<file path="config.mk">
export PLATFORM = sky130hd
export DESIGN_NAME = paged_translation_lru_core
export DESIGN_NICKNAME = d
export VERILOG_FILES = /design/src/sv/ptl_pkg.sv /design/src/sv/paged_translation_lru.sv
export SDC_FILE = /design/constraint.sdc
export NUM_CORES = 1
export LEC_CHECK = 0
export BUFFER_PORTS_ARGS = -buffer_cell sky130_fd_sc_hd__buf_2
export CORE_ASPECT_RATIO = 1.25
export CORE_MARGIN = 3
export CORE_UTILIZATION = 42
export CTS_CLUSTER_SIZE = 16
export DETAILED_ROUTE_END_ITERATION = 10
export GPL_ROUTABILITY_DRIVEN = 0
export PLACE_DENSITY = 0.69
export SLEW_MARGIN = 20
export SYNTH_ARGS = -nofsm -noshare
export SYNTH_HDL_FRONTEND = slang
export SYNTH_SLANG_ARGS = --single-unit
</file>
<file path="constraint.sdc">
create_clock -name clk -period 5.1 [get_ports clk]
set_input_delay 0.255 -clock clk [delete_from_list [all_inputs] [get_ports clk]]
set_output_delay 0.255 -clock clk [all_outputs]
set_load 0.01 [all_outputs]
</file>
<file path="src/sv/ptl_pkg.sv">
// Shared widths and constants of the paged translation block.
package ptl_pkg;

  // Logical address and the position of the page field within it.
  localparam int ADDR_W     = 16;
  localparam int PAGE_SHIFT = 6;
  localparam int PAGE_RAW_W = ADDR_W - PAGE_SHIFT;

  // Fixed widths of the transfer fields.
  localparam int PROC_IN_W   = 3;
  localparam int FRAME_OUT_W = 3;
  localparam int VPAGE_OUT_W = 4;

  // Width of the access counter and of the load stamps.
  localparam int TIME_W = 5;

endpackage

</file>
<file path="src/sv/paged_translation_lru.sv">
// Demand-paged address translation with replacement of the oldest loaded frame.
module paged_translation_lru_core
  import ptl_pkg::*;
#(
  parameter int PROCESS_COUNT     = 8,
  parameter int FRAME_COUNT       = 8,
  parameter int PAGES_PER_PROCESS = 16
) (
  input  logic                   clk,
  input  logic                   rst_n,
  input  logic                   start,
  output logic                   busy,
  input  logic [PROC_IN_W-1:0]   in_process_number,
  input  logic [ADDR_W-1:0]      in_logical_address,
  output logic                   out_strobe,
  output logic                   out_hit,
  output logic [FRAME_OUT_W-1:0] out_frame,
  output logic                   out_evicted,
  output logic [FRAME_OUT_W-1:0] out_victim_process,
  output logic [VPAGE_OUT_W-1:0] out_victim_page
);

  // An access is taken when start is high and busy is low. The page table lives in a
  // synchronous memory of PROCESS_COUNT * PAGES_PER_PROCESS entries; after reset the
  // block sweeps it clear, one entry a cycle, and holds busy high until the sweep ends.
  // An access is then handled in steps, and the block takes no new access until it is
  // back in idle: one step forms the table index and reads the table, the next one
  // decides and, on an eviction, clears the victim's entry, and on a fault a last step
  // writes the new entry through the single write port. The result is shown for exactly
  // one cycle with out_strobe and must be taken then: the receiver cannot hold it off.

  localparam int ENTRIES = PROCESS_COUNT * PAGES_PER_PROCESS;
  localparam int IW      = (ENTRIES > 1) ? $clog2(ENTRIES) : 1;
  localparam int PW      = (PROCESS_COUNT > 1) ? $clog2(PROCESS_COUNT) : 1;
  localparam int GW      = $clog2(PAGES_PER_PROCESS);
  localparam int FW      = (FRAME_COUNT > 1) ? $clog2(FRAME_COUNT) : 1;
  localparam int CW      = $clog2(FRAME_COUNT + 1);
  localparam int EW      = FW + 1;
  localparam int LVLS    = (FRAME_COUNT > 1) ? $clog2(FRAME_COUNT) : 1;
  localparam int NLEAF   = 1 << LVLS;

  // Reciprocal of the page count, exact for every raw page value.
  localparam int PAGE_SH = PAGE_RAW_W + GW;
  localparam int PAGE_MW = PAGE_RAW_W + 1;
  localparam int PROD_W  = PAGE_RAW_W + PAGE_MW;
  localparam logic [PAGE_MW-1:0] PAGE_RECIP =
    PAGE_MW'(((1 << PAGE_SH) + PAGES_PER_PROCESS - 1) / PAGES_PER_PROCESS);

  typedef enum logic [2:0] {
    ST_CLEAR,
    ST_IDLE,
    ST_CALC,
    ST_LOOK,
    ST_FILL
  } state_t;

  state_t                state_r;
  logic [IW-1:0]         clr_cnt_r;
  logic [TIME_W-1:0]     time_r;
  logic [CW-1:0]         fill_r;
  logic [TIME_W-1:0]     stamp_r [FRAME_COUNT];
  logic [PW-1:0]         owner_proc_r [FRAME_COUNT];
  logic [GW-1:0]         owner_page_r [FRAME_COUNT];

  logic [PW-1:0]         proc_r;
  logic [GW-1:0]         page_r;
  logic [IW-1:0]         idx_r;
  logic [FW-1:0]         vict_r;
  logic [FW-1:0]         frame_r;
  logic                  evict_r;
  logic [PW-1:0]         vproc_r;
  logic [GW-1:0]         vpage_r;

  logic [EW-1:0]         pt_mem [ENTRIES];
  logic [EW-1:0]         pt_rdata_r;
  logic                  pt_we;
  logic [IW-1:0]         pt_waddr;
  logic [EW-1:0]         pt_wdata;

  logic [PAGE_RAW_W-1:0] page_raw;
  logic [PROD_W-1:0]     page_prod;
  logic [PAGE_RAW_W-1:0] page_quo;
  logic [PAGE_RAW_W-1:0] page_rem;
  logic [PW-1:0]         proc_nxt;
  logic [GW-1:0]         page_nxt;
  logic [IW-1:0]         idx_nxt;
  logic [TIME_W-1:0]     time_nxt;
  logic                  wrap;
  logic                  present;
  logic                  full;
  logic [FW-1:0]         frame_nxt;
  logic [IW-1:0]         vidx;

  logic [TIME_W-1:0]     tr_stamp [LVLS+1][NLEAF];
  logic [FW-1:0]         tr_idx   [LVLS+1][NLEAF];

  assign busy = (state_r != ST_IDLE);

  // Process and page of the incoming access reduced into range: the process through a
  // small constant table, the page by reciprocal multiplication.
  always_comb begin
    proc_nxt = '0;
    for (int v = 0; v < (1 << PROC_IN_W); v++) begin
      if (in_process_number == PROC_IN_W'(v)) begin
        proc_nxt = PW'(v % PROCESS_COUNT);
      end
    end
    page_raw  = in_logical_address[ADDR_W-1:PAGE_SHIFT];
    page_prod = PROD_W'(page_raw) * PROD_W'(PAGE_RECIP);
    page_quo  = PAGE_RAW_W'(page_prod >> PAGE_SH);
    page_rem  = page_raw - PAGE_RAW_W'(page_quo * PAGE_RAW_W'(PAGES_PER_PROCESS));
    page_nxt  = GW'(page_rem);
  end

  // Table index of the access.
  always_comb begin
    idx_nxt = IW'(int'(proc_r) * PAGES_PER_PROCESS + int'(page_r));
  end

  // Oldest frame: stamps never run ahead of the counter, so the smallest stamp has the
  // largest age. Ties go to the lower index, which always sits on the left.
  always_comb begin
    for (int lv = 0; lv <= LVLS; lv++) begin
      for (int i = 0; i < NLEAF; i++) begin
        tr_stamp[lv][i] = '1;
        tr_idx[lv][i]   = '0;
      end
    end
    for (int i = 0; i < FRAME_COUNT; i++) begin
      tr_stamp[0][i] = stamp_r[i];
      tr_idx[0][i]   = FW'(i);
    end
    for (int lv = 0; lv < LVLS; lv++) begin
      for (int i = 0; i < (NLEAF >> (lv + 1)); i++) begin
        if (tr_stamp[lv][2*i] <= tr_stamp[lv][2*i+1]) begin
          tr_stamp[lv+1][i] = tr_stamp[lv][2*i];
          tr_idx[lv+1][i]   = tr_idx[lv][2*i];
        end else begin
          tr_stamp[lv+1][i] = tr_stamp[lv][2*i+1];
          tr_idx[lv+1][i]   = tr_idx[lv][2*i+1];
        end
      end
    end
  end

  // Fault handling: a free frame while the fill count is short, else the oldest one.
  always_comb begin
    present   = pt_rdata_r[FW];
    full      = (fill_r == CW'(FRAME_COUNT));
    frame_nxt = full ? vict_r : FW'(fill_r);
    vidx      = IW'(int'(owner_proc_r[vict_r]) * PAGES_PER_PROCESS
                    + int'(owner_page_r[vict_r]));
    time_nxt  = time_r + TIME_W'(1);
    wrap      = (time_nxt == '0);
  end

  // Single write port of the page table.
  always_comb begin
    pt_we    = 1'b0;
    pt_waddr = clr_cnt_r;
    pt_wdata = '0;
    case (state_r)
      ST_CLEAR: begin
        pt_we = 1'b1;
      end
      ST_LOOK: begin
        if (!present && full) begin
          pt_we    = 1'b1;
          pt_waddr = vidx;
        end
      end
      ST_FILL: begin
        pt_we    = 1'b1;
        pt_waddr = idx_r;
        pt_wdata = {1'b1, frame_r};
      end
      default: begin
        pt_we = 1'b0;
      end
    endcase
  end

  // Page table memory with registered read data.
  always_ff @(posedge clk) begin
    if (pt_we) begin
      pt_mem[pt_waddr] <= pt_wdata;
    end
    if (state_r == ST_CALC) begin
      pt_rdata_r <= pt_mem[idx_nxt];
    end
  end

  // Sequencer, frame bookkeeping and result registers.
  always_ff @(posedge clk) begin
    if (!rst_n) begin
      state_r    <= ST_CLEAR;
      clr_cnt_r  <= '0;
      time_r     <= '0;
      fill_r     <= '0;
      out_strobe <= 1'b0;
      for (int f = 0; f < FRAME_COUNT; f++) begin
        stamp_r[f] <= '0;
      end
    end else begin
      out_strobe <= 1'b0;
      case (state_r)
        ST_CLEAR: begin
          clr_cnt_r <= clr_cnt_r + IW'(1);
          if (clr_cnt_r == IW'(ENTRIES - 1)) begin
            state_r <= ST_IDLE;
          end
        end
        ST_IDLE: begin
          if (start) begin
            proc_r  <= proc_nxt;
            page_r  <= page_nxt;
            state_r <= ST_CALC;
          end
        end
        ST_CALC: begin
          idx_r   <= idx_nxt;
          vict_r  <= tr_idx[LVLS][0];
          state_r <= ST_LOOK;
        end
        ST_LOOK: begin
          if (present) begin
            out_strobe         <= 1'b1;
            out_hit            <= 1'b1;
            out_frame          <= FRAME_OUT_W'(pt_rdata_r[FW-1:0]);
            out_evicted        <= 1'b0;
            out_victim_process <= '0;
            out_victim_page    <= '0;
            time_r             <= time_nxt;
            if (wrap) begin
              for (int f = 0; f < FRAME_COUNT; f++) begin
                stamp_r[f] <= '0;
              end
            end
            state_r <= ST_IDLE;
          end else begin
            frame_r <= frame_nxt;
            evict_r <= full;
            vproc_r <= owner_proc_r[vict_r];
            vpage_r <= owner_page_r[vict_r];
            state_r <= ST_FILL;
          end
        end
        ST_FILL: begin
          owner_proc_r[frame_r] <= proc_r;
          owner_page_r[frame_r] <= page_r;
          for (int f = 0; f < FRAME_COUNT; f++) begin
            if (wrap) begin
              stamp_r[f] <= '0;
            end else if (frame_r == FW'(f)) begin
              stamp_r[f] <= time_r;
            end
          end
          if (!evict_r) begin
            fill_r <= fill_r + CW'(1);
          end
          time_r             <= time_nxt;
          out_strobe         <= 1'b1;
          out_hit            <= 1'b0;
          out_frame          <= FRAME_OUT_W'(frame_r);
          out_evicted        <= evict_r;
          out_victim_process <= evict_r ? FRAME_OUT_W'(vproc_r) : '0;
          out_victim_page    <= evict_r ? VPAGE_OUT_W'(vpage_r) : '0;
          state_r            <= ST_IDLE;
        end
        default: begin
          state_r <= ST_IDLE;
        end
      endcase
    end
  end

endmodule
</file>
==> run_results.csv, run 1 <==
group,metric,value,unit
setup_path,reg2reg_from,"stamp_r[1][1]",
synth,ys_types,59,
synth,netlist.area_leader.share,68.8,%
clock_tree,post-cts-setup-buffers,0,
synth,synth_simple_gate_area_share,8.36,%
power,p_leak,0.0122,µW
layout,drive_above_1_share,14.2,%
global_route,grt_antenna_before_repair,0,
run,cap_violations,0,
sta,setup_violations,0,
hold_path,min_path_type,"in -> reg",
synth,synth_area_leader_cell,"edfxtp_1",
sta,tns,0,ns
synth,yosys.area_share.xor_xnor,0.339,%
setup_path,reg2reg_slack,0.60,ns
sta,finalHoldViolations,0,
synth,syn_area,0.0284,mm²
setup_path,worstPathArrival,4.86,ns
layout,fin_cells,2802,
layout,areaGrowthSynthToFinish,13.6,%
sta,period_needed,4.50,ns
setup_path,critical_path_class,"reg -> reg",
setup_path,crit_path_end_kind,"register",
synth,yosys_warnings,0,
floorplanning,fp.coreArea,0.0670,mm²
synth,synth.avg_cell_area,15.7,µm²
setup_path,worstRegToRegCells,18,
routing,drt-wirelength-per-cell,23.5,µm
clock_tree,clockRootBuffer,"clkbuf_16",
sta,fmax,222,MHz
sta,min_period_over_period,88.3,%
sta,grt_setup_unrepaired,"false",
synth,synth-seq-area-share,70.3,%
placed_design,numPortBuffers,23,
setup_path,regToRegEndpoint,"vict_r[1]",
routing,vias,16200,
power,p_per_area,341,mW/mm²
clock_tree,insertion_delay,0.62,ns
clock_tree,clock_sink_count,672,
layout,finish.utilization,48.2,%
global_route,grt_max_degree,105,
synth,synthTopCellsByArea,"edfxtp_1, mux2i_1, a22oi_1, ha_1, nor3_1",
routing,first_iter_violations,1307,
synth,synthAdderAreaFrac,1.76,%
global_route,grt.overflow.total,0,
layout,diodes,0,
floorplanning,fp.dieW,239,µm
clock_tree,htree_levels,2,
layout,n_fill_cell,5535,
setup_path,critPathRequiredTime,5.46,ns
sta,timing.final.max_slew_violations,0,
setup_path,critPathLaunchType,"register",
sta,maxSlewHeadroom,20.8,%
placed_design,dp.cells,2685,
power,power,11000,µW
routing,viasPerCell,5.80,
routing,antenna_left,0,
clock_tree,cts_buffer_depth,3,
floorplanning,die_h,297,µm
synth,synth-compound-area-share,5.34,%
outcome,status,"complete, no violations",
routing,dr.pass1.iters,5,
routing,drc,0,
setup_path,critPathMaxFanout,6,
power,ir_drop,0.234,mV
setup_path,path_cells,"ha_1 -> nor2b_1 -> o211ai_1 -> a21oi_1 -> buf_4 -> mux2i_1 -> inv_1 -> ha_1 -> nor2b_1 -> o211ai_1 -> a21oi_1 -> buf_4 -> mux2_2 -> ha_1 -> nand4_1 -> mux2i_1 -> a21oi_1 -> mux2_2",
floorplanning,boundaryPins,36,
placed_design,dp_slack,0.629,ns
layout,nets,1954,
setup_path,crit_path_top_delay_cell,"edfxtp_1",
floorplanning,initial_core_util,42.5,%
global_route,grt_pass1_vias,16600,
synth,synth_edf_count,652,
sta,worst_clock_skew,0.0197,ns
synth,synthFlopType,"edfxtp_1",
floorplanning,rows,106,
routing,drt-total-wl,65800,µm
setup_path,crit_start,"stamp_r[1][1]",
synth,syn_nets,1871,
global_route,grt_pass1_wl,99200,µm
placed_design,dp_hpwl,42300,µm
global_route,grtUsageTotal,18.2,%
sta,worst_slew_pin_slew,1.18,ns
clock_tree,clkTransAtPathRegs,0.07,ns
setup_path,cp_slowest_stage_delay,0.41,ns
synth,syn_inst,1809,
setup_path,cp-endpoint,"vict_r[1]",
sta,timing.final.ws_setup,0.598,ns
synth,ys_ff_latch,672,
floorplanning,dieArea,0.0709,mm²
synth,synth_top_family_by_area,"multiplexers",
synth,async_flop_share,0,%
synth,synth_mux_area_share,11.8,%
clock_tree,cts-buffers-inserted,61,
clock_tree,cts_tree,"built",
layout make-up:
class                           instances  area [µm²]  area share, %
Clock buffer                           72        1580           4.88
Clock inverter                         37         453           1.40
Inverter                               35         134          0.414
Multi-Input combinational cell        984        8020           24.8
Sequential cell                       672       20000           61.9
Tap cell                              864        1080           3.35
Timing Repair Buffer                  138        1050           3.26
Yosys cell counts (27+ instances only):
master and count:
edfxtp_1 652, ha_1 40, a22oi_1 114, clkbuf_1 84
and2_1 64, mux2i_1 299, nand2_1 47, nor4_1 65
nor3_1 87, nand4_1 40, inv_1 34, a21oi_1 27
cell families (layout without fill, tap and decap cells):
logic type / Yosys count / after routing
multiplexers: 321 / 321
AND/OR/NAND/NOR: 410 / 410
XOR/XNOR: 11 / 11
AO/OA/AOI/OAI: 202 / 202
adder cells (fa/ha/maj): 40 / 40
buffers and inverters: 153 / 282
flip-flops: 672 / 672
where the power goes:
part / leakage, µW / internal (µW) / switching [µW]
clock network: 0.000989 / 2710 / 1960
logic: 0.00408 / 122 / 213
registers: 0.00716 / 5990 / 12.4
total: 0.0122 / 8830 / 2190
worst min-delay path by stage:
stage          slack, ns             startpoint          to  cells past startpoint
6_report            0.08                  start  state_r[1]                      4
2_1_floorplan       0.35  in_logical_address[6]   page_r[0]                      0
4_1_cts             0.05                  start  state_r[1]                      4
3_5_place_dp        0.44  in_logical_address[9]   page_r[3]                      1
3_3_place_gp        0.44  in_logical_address[6]   page_r[0]                      1
5_1_grt             0.07                  start  state_r[1]                      4
sequential cells by signal, indices dropped and copies added, names as in the netlist, 4 cells and up:
name             count
page_r               4
owner_proc_r        24
out_victim_page      4
idx_r                7
owner_page_r        32
time_r               5
pt_mem             512
pt_rdata_r           4
clr_cnt_r            7
fill_r               4
stamp_r             40
vpage_r              4
routing by layer:
| layer | part of all wire (%) | up-vias | global-route usage (%) |
|---|---|---|---|
| met2 | 51 | 571 | 31.8 |
| met5 | 0 | - | 0 |
| met1 | 39 | 8174 | 22.3 |
| met3 | 6.1 | 139 | 2.98 |
| met4 | 4.2 | 0 | 7.85 |
| li1 | - | 7365 | - |
per-stage QoR:
step	hold slack [ns]	instance area, µm²
after floorplan	0.354	28400
after global placement	0.438	30200
after detailed placement	0.436	30200
after CTS	0.0452	32300
after global routing	0.0692	32300
final	0.0763	32300
worst max-delay path, delay by kind of cell (launching register included):
family          cells  cell delay, ns
flops               1            0.41
mux                 4            1.05
compound gates      5            1.00
simple gates        3            0.39
buf+inv             3            0.48
fa+ha+maj           3            0.93
what timing repair did:
| action | CTS | global route |
|---|---|---|
| resized for setup | 0 | 0 |
| hold buffers | 7 | 0 |
| endpoints found under the hold margin | 7 | 0 |
cell usage in the layout, fill, tap and decap left out, drive strengths merged, types with 5 or more instances in the layout:
cell	n
nor2	17
dfxtp	20
nor3	87
clkinv	20
nor2b	20
mux2	11
nand3	17
a22oi	114
a211oi	7
nor4	66
o211ai	7
xnor2	7
a22o	5
dlygate4sd3	7
and2	65
mux2i	299
o2111ai	6
o21ai	10
mux4	11
nand2b	12
bufinv	10
a221oi	5
inv	39
clkbuf	72
nand4	40
buf	131
a21oi	28
edfxtp	652
and3	8
nand2	47
ha	40
nor4bb	6
No activity file was read; power rests on OpenSTA's default activity.
==> run 2: changes to the inputs <==
--- a/config.mk
+++ b/config.mk
@@ -6,13 +6,15 @@
 export NUM_CORES = 1
 export LEC_CHECK = 0
 export BUFFER_PORTS_ARGS = -buffer_cell sky130_fd_sc_hd__buf_2
+export CELL_PAD_IN_SITES_DETAIL_PLACEMENT = 1
+export CELL_PAD_IN_SITES_GLOBAL_PLACEMENT = 2
 export CORE_ASPECT_RATIO = 1.25
 export CORE_MARGIN = 3
 export CORE_UTILIZATION = 42
 export CTS_CLUSTER_SIZE = 16
 export DETAILED_ROUTE_END_ITERATION = 10
 export GPL_ROUTABILITY_DRIVEN = 0
-export PLACE_DENSITY = 0.69
+export PLACE_DENSITY = 0.84
 export SLEW_MARGIN = 20
 export SYNTH_ARGS = -nofsm -noshare
 export SYNTH_HDL_FRONTEND = slang
==> run_results.csv, run 2 (same netlist as run 1, synthesis figures left out) <==
group,metric,value,unit
layout,final_common_cell,"edfxtp_1",
clock_tree,post-cts-setup-buffers,0,
floorplanning,boundaryPins,36,
setup_path,critPathLaunchType,"register",
setup_path,critPathMaxFanout,6,
sta,finalHoldViolations,0,
power,p_leak,0.0120,µW
clock_tree,insertion_delay,0.62,ns
routing,antenna_left,0,
sta,fmax,218,MHz
power,power,11100,µW
layout,nets,1903,
global_route,grt_pass1_vias,17500,
clock_tree,clkTransAtPathRegs,0.06,ns
layout,largest-register,"pt_mem",
power,p_per_area,348,mW/mm²
setup_path,worstPathArrival,4.95,ns
clock_tree,cts_buffer_depth,3,
setup_path,critPathRequiredTime,5.46,ns
routing,vias,16400,
sta,period_needed,4.59,ns
routing,drt-total-wl,73500,µm
global_route,grtUsageTotal,20.8,%
sta,worst_slew_pin_slew,1.25,ns
clock_tree,htree_levels,3,
layout,drive_above_1_share,11.7,%
setup_path,crit_path_end_kind,"register",
run,cap_violations,0,
sta,tns,0,ns
floorplanning,die_h,297,µm
sta,setup_violations,0,
layout,areaGrowthSynthToFinish,12.4,%
layout,layout_common_cells,"edfxtp_1, mux2i_1, a22oi_1",
floorplanning,fp.coreArea,0.0670,mm²
clock_tree,clock_sink_count,672,
layout,n_fill_cell,6321,
global_route,grt_antenna_before_repair,0,
global_route,grt_max_degree,151,
floorplanning,initial_core_util,42.5,%
routing,first_iter_violations,1105,
floorplanning,fp.dieW,239,µm
clock_tree,cts_tree,"built",
sta,timing.final.max_slew_violations,0,
placed_design,numPortBuffers,23,
outcome,status,"complete, no violations",
clock_tree,clockRootBuffer,"clkbuf_16",
setup_path,critical_path_class,"reg -> reg",
sta,min_period_over_period,90.1,%
sta,grt_setup_unrepaired,"false",
floorplanning,dieArea,0.0709,mm²
global_route,grt_pass1_wl,111000,µm
routing,drt-wirelength-per-cell,26.7,µm
layout,largest_reg_flops,512,
routing,drc,0,
routing,viasPerCell,5.94,
hold_path,min_path_type,"in -> reg",
sta,worst_clock_skew,0.0258,ns
floorplanning,rows,106,
sta,maxSlewHeadroom,16.8,%
layout,largestRegisters,"pt_mem: 512 flops, stamp_r: 40 flops, owner_page_r: 32 flops",
global_route,grt.overflow.total,0,
clock_tree,cts-buffers-inserted,67,
placed_design,dp_hpwl,45800,µm
routing,dr.pass1.iters,5,
power,ir_drop,0.202,mV
-- run 2: changes by cell type in the layout (fill, tap and decap cells not counted), sizes merged --
cell      delta
buf         -57
bufinv       -7
clkbuf      +13
clkinv       +6
clkinvlp     -1
diode        +1
inv          -1
-- run 2: cell type report --
class | instances | area [µm²] | share of cell area, %
timing repair buffer | 81 | 654 | 2.05
multi-input combinational | 984 | 8030 | 25.1
inverter | 35 | 134 | 0.419
sequential | 672 | 20000 | 62.5
tap | 864 | 1080 | 3.38
antenna | 1 | 2.50 | 0.00783
clock buffer | 85 | 1820 | 5.69
clock inverter | 34 | 273 | 0.853
-- run 2: routing by layer --
layer	vias to the layer above	GRT usage (%)	wire length, µm
met1	8540	25.5	29300
met4	0	8.46	2640
li1	7254	-	-
met2	445	37.0	38300
met5	-	0	0
met3	127	2.85	3290
-- run 2: worst paths after layout --
check,cells past startpoint,to,slack (ns),startpoint
setup / recovery,17,vict_r[1],0.51,stamp_r[1][1]
hold / removal,2,clr_cnt_r[6],0.12,rst_n
setup reg to reg,17,vict_r[1],0.51,stamp_r[1][1]
hold reg to reg,1,out_victim_page[3],0.56,vpage_r[3]
-- run 2: where the power goes --
| part | internal, µW | switching (µW) | total (µW) | leakage [µW] |
|---|---|---|---|---|
| Combinational | 120 | 228 | 348 | 0.00379 |
| Clock | 2690 | 2070 | 4760 | 0.00102 |
| Sequential | 6000 | 12.7 | 6010 | 0.00716 |
| Total | 8800 | 2310 | 11100 | 0.0120 |
-- run 2: through the flow --
step | std cells | hold slack (ns) | utilization (%) | setup WS, ns | cell area [µm²]
after floorplan | 1809 | 0.354 | - | 0.784 | 28400
after global placement | 2626 | 0.437 | 44.4 | 0.611 | 29700
after detailed placement | 2626 | 0.436 | 44.4 | 0.466 | 29700
after CTS | 2752 | 0.0965 | 47.6 | 0.467 | 31900
after global routing | 2755 | 0.140 | 47.7 | 0.178 | 32000
final | 2756 | 0.125 | 47.7 | 0.506 | 32000
-- run 2: repair_timing --
action / CTS / global route
endpoints found under the hold margin: 7 / 0
gates resized for setup: 0 / 0
setup endpoints to repair: 0 / 0
hold buffers: 7 / 0
-- run 2: critical path, cell delays in order (launching register included) --
cell and delay (ns):
edfxtp_1 0.40, ha_1 0.31, nor2b_1 0.16, o211ai_1 0.10
a21oi_1 0.54, mux2i_1 0.32, inv_1 0.07, ha_1 0.29
nor2b_1 0.14, o211ai_1 0.10, a21oi_1 0.19, buf_4 0.19
mux2_2 0.35, ha_1 0.31, o21a_1 0.13, o21ai_0 0.07
a21oi_1 0.30, mux2_2 0.37
==> run 3: changes to the inputs <==
--- a/config.mk
+++ b/config.mk
@@ -15,6 +15,7 @@
 export DETAILED_ROUTE_END_ITERATION = 10
 export GPL_ROUTABILITY_DRIVEN = 0
 export PLACE_DENSITY = 0.84
+export RECOVER_POWER = 50
 export SLEW_MARGIN = 20
 export SYNTH_ARGS = -nofsm -noshare
 export SYNTH_HDL_FRONTEND = slang
==> run_results.csv, run 3 (same netlist as run 1, synthesis figures left out) <==
group,metric,value,unit
setup_path,path_cells,"clkbuf_2 -> mux2i_1 -> a22oi_1 -> nand3_1 -> nor3_1 -> or4_1",
floorplanning,boundaryPins,36,
floorplanning,die_h,297,µm
floorplanning,fp.dieW,239,µm
clock_tree,clock_sink_count,672,
power,p_leak,0.0118,µW
clock_tree,post-cts-setup-buffers,0,
power,power.net_switching,2310,µW
layout,final_common_cell,"edfxtp_1",
routing,drc,0,
sta,fmax,216,MHz
setup_path,critPathLaunchType,"register",
routing,vias,16400,
routing,viasPerCell,5.94,
clock_tree,clkTransAtPathRegs,0.06,ns
global_route,grt_antenna_before_repair,0,
hold_path,min_path_type,"in -> reg",
sta,whs,0.127,ns
clock_tree,cts_buffer_depth,3,
outcome,status,"finished with violations",
sta,worst_slew_pin_slew,3.07,ns
routing,first_iter_violations,1157,
sta,grt_setup_unrepaired,"false",
routing,drt-wirelength-per-cell,26.7,µm
setup_path,critPathRequiredTime,5.45,ns
sta,maxSlewHeadroom,-104,%
global_route,grt_pass1_wl,111000,µm
global_route,grt_max_degree,151,
floorplanning,initial_core_util,42.5,%
setup_path,crit_path_top_delay_cell,"clkbuf_2",
sta,tns,0,ns
layout,n_fill_cell,6341,
layout,nets,1903,
power,power,11100,µW
power,p_sw_share,20.8,%
sta,min_period_over_period,90.6,%
layout,largest_reg_flops,512,
layout,drive_above_1_share,10.1,%
sta,finalHoldViolations,0,
outcome,violations,"max-capacitance violations, max-slew violations",
placed_design,numPortBuffers,23,
routing,drt-total-wl,73400,µm
sta,setup_violations,0,
sta,timing.final.max_slew_violations,277,
placed_design,dp.cells,2626,
routing,antenna_left,0,
power,power_frac_comb,3.1,%
floorplanning,dieArea,0.0709,mm²
power,p_per_area,349,mW/mm²
layout,layout_common_cells,"edfxtp_1, mux2i_1, a22oi_1",
layout,areaGrowthSynthToFinish,12.1,%
clock_tree,clockRootBuffer,"clkbuf_16",
power,clock_power_share,42.8,%
layout,diodes,0,
setup_path,cp_slowest_stage_delay,2.20,ns
clock_tree,insertion_delay,0.62,ns
power,p_int,8800,µW
floorplanning,fp.coreArea,0.0670,mm²
layout,final_cell_area,0.0319,mm²
global_route,grt.overflow.total,0,
global_route,grtUsageTotal,20.8,%
setup_path,worstPathArrival,4.97,ns
power,pwr-share-seq,54.0,%
floorplanning,rows,106,
setup_path,cp_num_buf_inv,1,
power,ir_drop,0.204,mV
setup_path,critical_path_class,"reg -> reg",
run,cap_violations,5,
layout,largestRegisters,"pt_mem: 512 flops, stamp_r: 40 flops, owner_page_r: 32 flops",
routing,dr.pass1.iters,5,
layout,fin_cells,2755,
placed_design,dp_hpwl,45800,µm
placed_design,placed_area,0.0297,mm²
sta,period_needed,4.62,ns
sta,worst_clock_skew,0.0251,ns
clock_tree,htree_levels,3,
setup_path,critical-path-top-delay-family,"buffers and inverters",
clock_tree,cts_tree,"built",
setup_path,crit_path_end_kind,"register",
layout,largest-register,"pt_mem",
global_route,grt_pass1_vias,17500,
setup_path,critPathMaxFanout,90,
clock_tree,cts-buffers-inserted,67,
## run 3: cell count changes in the layout (fill, tap and decap cells not counted), sizes merged
cell	previous run	this run
clkinvlp	2	3
clkbuf	85	110
inv	38	37
buf	74	49
diode	1	0
## run 3: final timing paths
kind                                 start            endpoint  slack [ns]  cells after the start
worst max-delay path             page_r[2]       pt_rdata_r[2]        0.48                      6
worst min-delay path                 rst_n        clr_cnt_r[6]        0.13                      2
worst max register to register   page_r[2]       pt_rdata_r[2]        0.48                      6
worst min register to register  vpage_r[3]  out_victim_page[3]        0.56                      1
## run 3: layout make-up
type                            instances  area (µm²)  share of cell area (%)
Inverter                               35         133                   0.416
Tap cell                              864        1080                    3.39
Clock buffer                           85        1820                    5.70
Timing Repair Buffer                   81         576                    1.81
Clock inverter                         34         273                   0.856
Multi-Input combinational cell        984        8010                    25.1
Sequential cell                       672       20000                    62.7
## run 3: power groups by stage
stage / Sequential, µW / Combinational, µW / Clock (µW)
floorplan: 6120 / 221 / 0
finish: 6010 / 348 / 4760
global placement: 6120 / 322 / 0
global route: 6010 / 378 / 5080
CTS: 6010 / 344 / 4860
detailed placement: 6130 / 338 / 0
## run 3: what timing repair did
item	4_1_cts	5_1_grt
gates resized for setup	0	0
endpoints found under the hold margin	7	0
hold buffers	7	0
## run 3: routing by layer
| layer | track usage, % | wire length, µm | up-vias |
|---|---|---|---|
| met3 | 2.85 | 3090 | 124 |
| met4 | 8.46 | 2660 | 0 |
| li1 | - | - | 7269 |
| met2 | 37.0 | 38400 | 432 |
| met1 | 25.5 | 29300 | 8552 |
| met5 | 0 | 0 | - |
## run 3: metrics by stage
stage / setup slack (ns) / util [%]
global placement: 0.611 / 44.4
detailed placement: 0.466 / 44.4
finish: 0.477 / 47.6
CTS: 0.467 / 47.6
global route: 0.140 / 47.6
floorplan: 0.784 / -
